<file path="src/hw/rtl/assert_macros.svh">
// Assertion macros used by the top level of the page table map.
`ifndef ASSERT_MACROS_SVH
`define ASSERT_MACROS_SVH

`ifndef SYNTHESIS

// Property must hold at every rising clock edge outside reset.
`define TLPT_ASSERT(name, prop, clk, rst_n) \
  name: assert property (@(posedge clk) disable iff (!rst_n) (prop)) \
    else $error("assertion failed");

// Condition must never be true outside reset.
`define TLPT_ASSERT_NEVER(name, cond, clk, rst_n) \
  name: assert property (@(posedge clk) disable iff (!rst_n) !(cond)) \
    else $error("forbidden condition seen");

`else

`define TLPT_ASSERT(name, prop, clk, rst_n)
`define TLPT_ASSERT_NEVER(name, cond, clk, rst_n)

`endif

`endif

</file>
<file path="src/hw/rtl/tlpt_ram.sv">
// Generic single-port synchronous RAM with registered read.
`default_nettype none

module tlpt_ram #(
  parameter  int unsigned Width = 8,
  parameter  int unsigned Depth = 16,
  localparam int unsigned Aw    = (Depth > 1) ? $clog2(Depth) : 1
) (
  input  logic             clk_i,
  input  logic             we_i,
  input  logic [Aw-1:0]    addr_i,
  input  logic [Width-1:0] wdata_i,
  output logic [Width-1:0] rdata_o
);

  logic [Width-1:0] mem_q [Depth];
  logic [Width-1:0] rdata_q;

  always_ff @(posedge clk_i) begin
    if (we_i) begin
      mem_q[addr_i] <= wdata_i;
    end
    rdata_q <= mem_q[addr_i];
  end

  assign rdata_o = rdata_q;

endmodule

`default_nettype wire

</file>
<file path="config.mk">
export PLATFORM = sky130hd
export DESIGN_NAME = tlpt_ram
export DESIGN_NICKNAME = d
export VERILOG_FILES = /design/src/hw/rtl/assert_macros.svh /design/src/hw/rtl/tlpt_ram.sv
export SDC_FILE = /design/constraint.sdc
export NUM_CORES = 1
export LEC_CHECK = 0
export BUFFER_PORTS_ARGS = -buffer_cell sky130_fd_sc_hd__buf_2
export CORE_MARGIN = 10
export CORE_UTILIZATION = 54
export DETAILED_ROUTE_END_ITERATION = 10
export PLACE_DENSITY_LB_ADDON = 0.3
export SYNTH_ARGS = -nofsm -noshare
export SYNTH_HDL_FRONTEND = slang
export SYNTH_SLANG_ARGS = --single-unit
</file>
<file path="constraint.sdc">
create_clock -name clk_i -period 1.45 [get_ports clk_i]
set_input_delay 0.0725 -clock clk_i [delete_from_list [all_inputs] [get_ports clk_i]]
set_output_delay 0.0725 -clock clk_i [all_outputs]
set_load 0.02 [all_outputs]
</file>
After elaboration in Yosys (flattened, before gate mapping). Memory sizes are Yosys's and may differ from the RTL's. A register that Yosys moved wholly into a read port is not among the register bits. Cells that the tools add are included. W data, S select, Z words.

Multiplexer cells: 2.

Operators with widths (count): $mux W1 (2).

Register bits: 0. Bits in writable memories: 128. Input bits: 14. Output and inout bits: 8. Logic and storage cells: 3. Memories kept: 1.

Memory list: mem_q (words 16, bits a word 8, rd ports 1, clocked after Yosys merged registers in 1, write ports 1, RTL line tlpt_ram.sv:16) `logic [Width-1:0] mem_q [Depth];`.

Depth between registers and ports, before layout.
Depth after elaboration: 2. Gate-level depth with buffers: 5. Depth with buffers taken out: 3.

Worst setup path after synthesis. No wires, ideal clock.

Path kind: in2reg. From: input addr_i[2]. To: memory mem_q[0][0], enable pin. Setup time: 383 ps. Arrival: 1182 ps. Required time: 1067 ps. Path slack: -116 ps. Stages on the path: 2. Buffers on the path: 0. Path through: or3b_2 -> nor3_1.

RTL lines: from (decl) (RTL line tlpt_ram.sv:11) `input logic [Aw-1:0] addr_i,`; to (decl) (RTL line tlpt_ram.sv:16).

No word-level cell before the write port.

==> results.py <==
metrics = {
    "run_status": {
        "status": "completed",
    },
    "setup_path": {
        "crit_family": "multiplexers",
        "r2r_slack_ps": 90,
        "critical_path.cell_chain": "mux4_2 > a22oi_1 > nand2_1",
        "r2r_cells": 3,
        "worstSetupStartpointType": "register",
        "r2r_end": "rdata_o[7]",
        "timing.rr.start": "mem_q[11][7]",
        "crit_path_top_delay_cell": "mux4_2",
        "critPathBufInv": 0,
        "setup.worst_path.class": "register to register",
        "crit_arrival_ps": 1730,
        "critPathMaxFanout": 1,
        "crit_required_ps": 1820,
        "cpPeakStageDelay_ps": 490,
        "worst_setup_path_end_kind": "register",
    },
    "clocking": {
        "numCtsBuffers": 17,
        "cts_resized": 0,
        "post-cts-setup-buffers": 0,
        "cts_sinks": 136,
        "clockBufferDepth": 2,
        "clk_pin_slew_ps": 60,
        "htree_num_levels": 4,
        "cts_tree": "yes",
        "holdBufCountCts": 8,
        "worst_skew_pair.late_latency_ps": 500,
        "cts-root-buf": "clkbuf_8",
    },
    "timing": {
        "fin_setup_tns_ps": 0,
        "fin_crit_sh_pct": 93.89,
        "holdWs_ps": 198.6,
        "drv_slew": 0,
        "max-slew-margin-rel_pct": 61.03,
        "clock.fmax_mhz": 734.5,
        "rsz0062_at_grt": "no",
        "worstMarginPinSlew_ps": 583.3,
        "hold_viol": 0,
        "min_period_ps": 1361,
        "setup-violations-final": 0,
        "fin_skew_ps": 11.09,
    },
    "placed_design": {
        "io_buffer_count": 21,
        "routabilityCongestion": 0.7734,
        "place.detailed.hpwl_um": 6144,
        "place_area_sq_mm": 0.005514,
    },
    "floorplan": {
        "die_x_um": 116.9,
        "die_y_um": 116.9,
        "die-area_sq_mm": 0.01366,
        "core-area_sq_mm": 0.009196,
        "start_util_pct": 55.10,
        "pin_count": 22,
        "rows": 35,
    },
    "power": {
        "power_density_mw_per_mm2": 1440,
        "sw_frac_of_total_pct": 20.07,
        "power.leakage_nw": 2.097,
        "combPwrFrac_pct": 5.3,
        "power.net_switching_mw": 1.780,
        "p_int_mw": 7.088,
        "clockPowerShare_pct": 44.8,
        "peakVddDrop_mv": 0.7620,
        "power_frac_seq_pct": 49.9,
    },
    "global_routing": {
        "grt_max_degree": 25,
        "grt_pass1_wl_um": 14550,
        "grt_pass1_vias": 2558,
        "gr-total-overflow": 0,
        "track_usage_pct": 14.78,
        "grt_antenna_before_repair": 0,
    },
    "finish": {
        "num-fill-cells": 585,
        "final_cell_area_sq_mm": 0.006157,
        "nets": 310,
        "final_cell_mix": "edfxtp_1 (128), mux4_2 (32), buf_4 (26), buf_2 (21)",
        "num_antenna_cells": 0,
        "area_growth_pct": 21.51,
        "fin_util_pct": 66.95,
        "regArea_sq_mm": 0.004004,
        "drive_gt1_share_pct": 37.22,
        "multi_input_area_sq_mm": 0.001011,
        "mostFrequentLayoutCell": "edfxtp_1",
    },
    "route": {
        "detail-route-antenna-nets": 0,
        "vias": 2435,
        "wl_per_cell_um": 22.01,
        "drt-initial-drc-count": 207,
        "viasPerCell": 5.798,
        "drc": 0,
        "firstDrtPassIters": 4,
        "routed_wl_um": 9243,
    },
    "hold_path": {
        "min_to": "rdata_o[1]",
        "hold_class": "input pin to register",
        "min-delay-start": "addr_i[2]",
        "hold_depth": 5,
    },
    "synth": {
        "postSynthAreaPerCell_sq_um": 22.03,
        "syn_area_sq_mm": 0.005067,
        "ys_types": 18,
        "synth.ff_latch_count": 136,
        "synth_fp_nets": 244,
        "yosysWarnings": 0,
        "synth_cells": 230,
        "ys_seq_area_share_pct": 79.01,
    },
    "flow_run": {
        "maxCapViolCount": 0,
    },
}
-- flip-flops by register name, summed over array words and instances (netlist names) --
signal   count
mem_q      128
rdata_o      8
-- synth_stat cells, drive strengths merged --
library cell    n  area share [%]
a22oi          16             2.4
and2            1            0.12
buf             8            0.94
clkbuf          3            0.25
dfxtp           8             3.2
edfxtp        128              76
mux4           32              14
nand2           9            0.67
nand2b          2            0.25
nand3           1           0.099
nand3b          2            0.30
nor2           13            0.96
nor2b           2            0.25
nor3            4            0.40
or3b            1            0.17
-- per-stage QoR --
step | instances | power, mW | setup WS [ps]
2_1_floorplan | 230 | 4.756 | -60.61
3_3_place_gp | 380 | 4.953 | 7.071
3_5_place_dp | 380 | 4.966 | -26.78
4_1_cts | 420 | 8.950 | 92.75
5_1_grt | 420 | 9.160 | 35.55
6_report | 420 | 8.868 | 88.56
-- cells by family after synthesis --
| kind of cell | share of synthesized area [%] |
|---|---|
| flip-flops | 79.01 |
| AO/OA/AOI/OAI | 2.370 |
| buffers and inverters | 1.185 |
| AND/OR/NAND/NOR | 3.210 |
| multiplexers | 14.22 |
-- per-layer routing --
layer	global-route usage, %	up-vias	wire length, um
li1	-	1094	-
met5	0	-	0
met1	19.28	1248	3774
met2	23.36	89	4760
met4	5.848	0	87
met3	3.772	4	620
-- worst max path at each step --
stage                  from           end  slack, ps  depth (start not counted)
2_1_floorplan     addr_i[1]  mem_q[12][0]        -60                          3
3_3_place_gp      addr_i[0]    rdata_o[2]          7                          5
3_5_place_dp      addr_i[0]    rdata_o[2]        -30                          5
4_1_cts        mem_q[11][2]    rdata_o[2]         90                          3
5_1_grt        mem_q[11][2]    rdata_o[2]         40                          3
6_report       mem_q[11][7]    rdata_o[7]         90                          3
-- tightest hold or removal path, delay by kind of cell --
family / cells / cell delay (ps)
AO/OA/AOI/OAI: 1 / 170
AND/OR/NAND/NOR: 2 / 160
buffers and inverters: 2 / 240
-- cell type report --
class	instances	area share (%)
sequential	136	65.03
multi-input combinational	83	16.42
timing repair buffer	58	7.153
clock buffer	20	7.072
tap	111	2.256
clock inverter	12	2.073
-- power by group through the flow --
stage               clock network [mW]  logic, mW  registers (mW)
CTS                               4.05      0.477            4.43
detailed placement                   0      0.459            4.51
floorplan                            0      0.228            4.53
global route                      4.22      0.508            4.43
global placement                     0      0.449            4.50
finish                            3.97      0.468            4.42
Note: power is estimated with default switching activity, not from simulation.
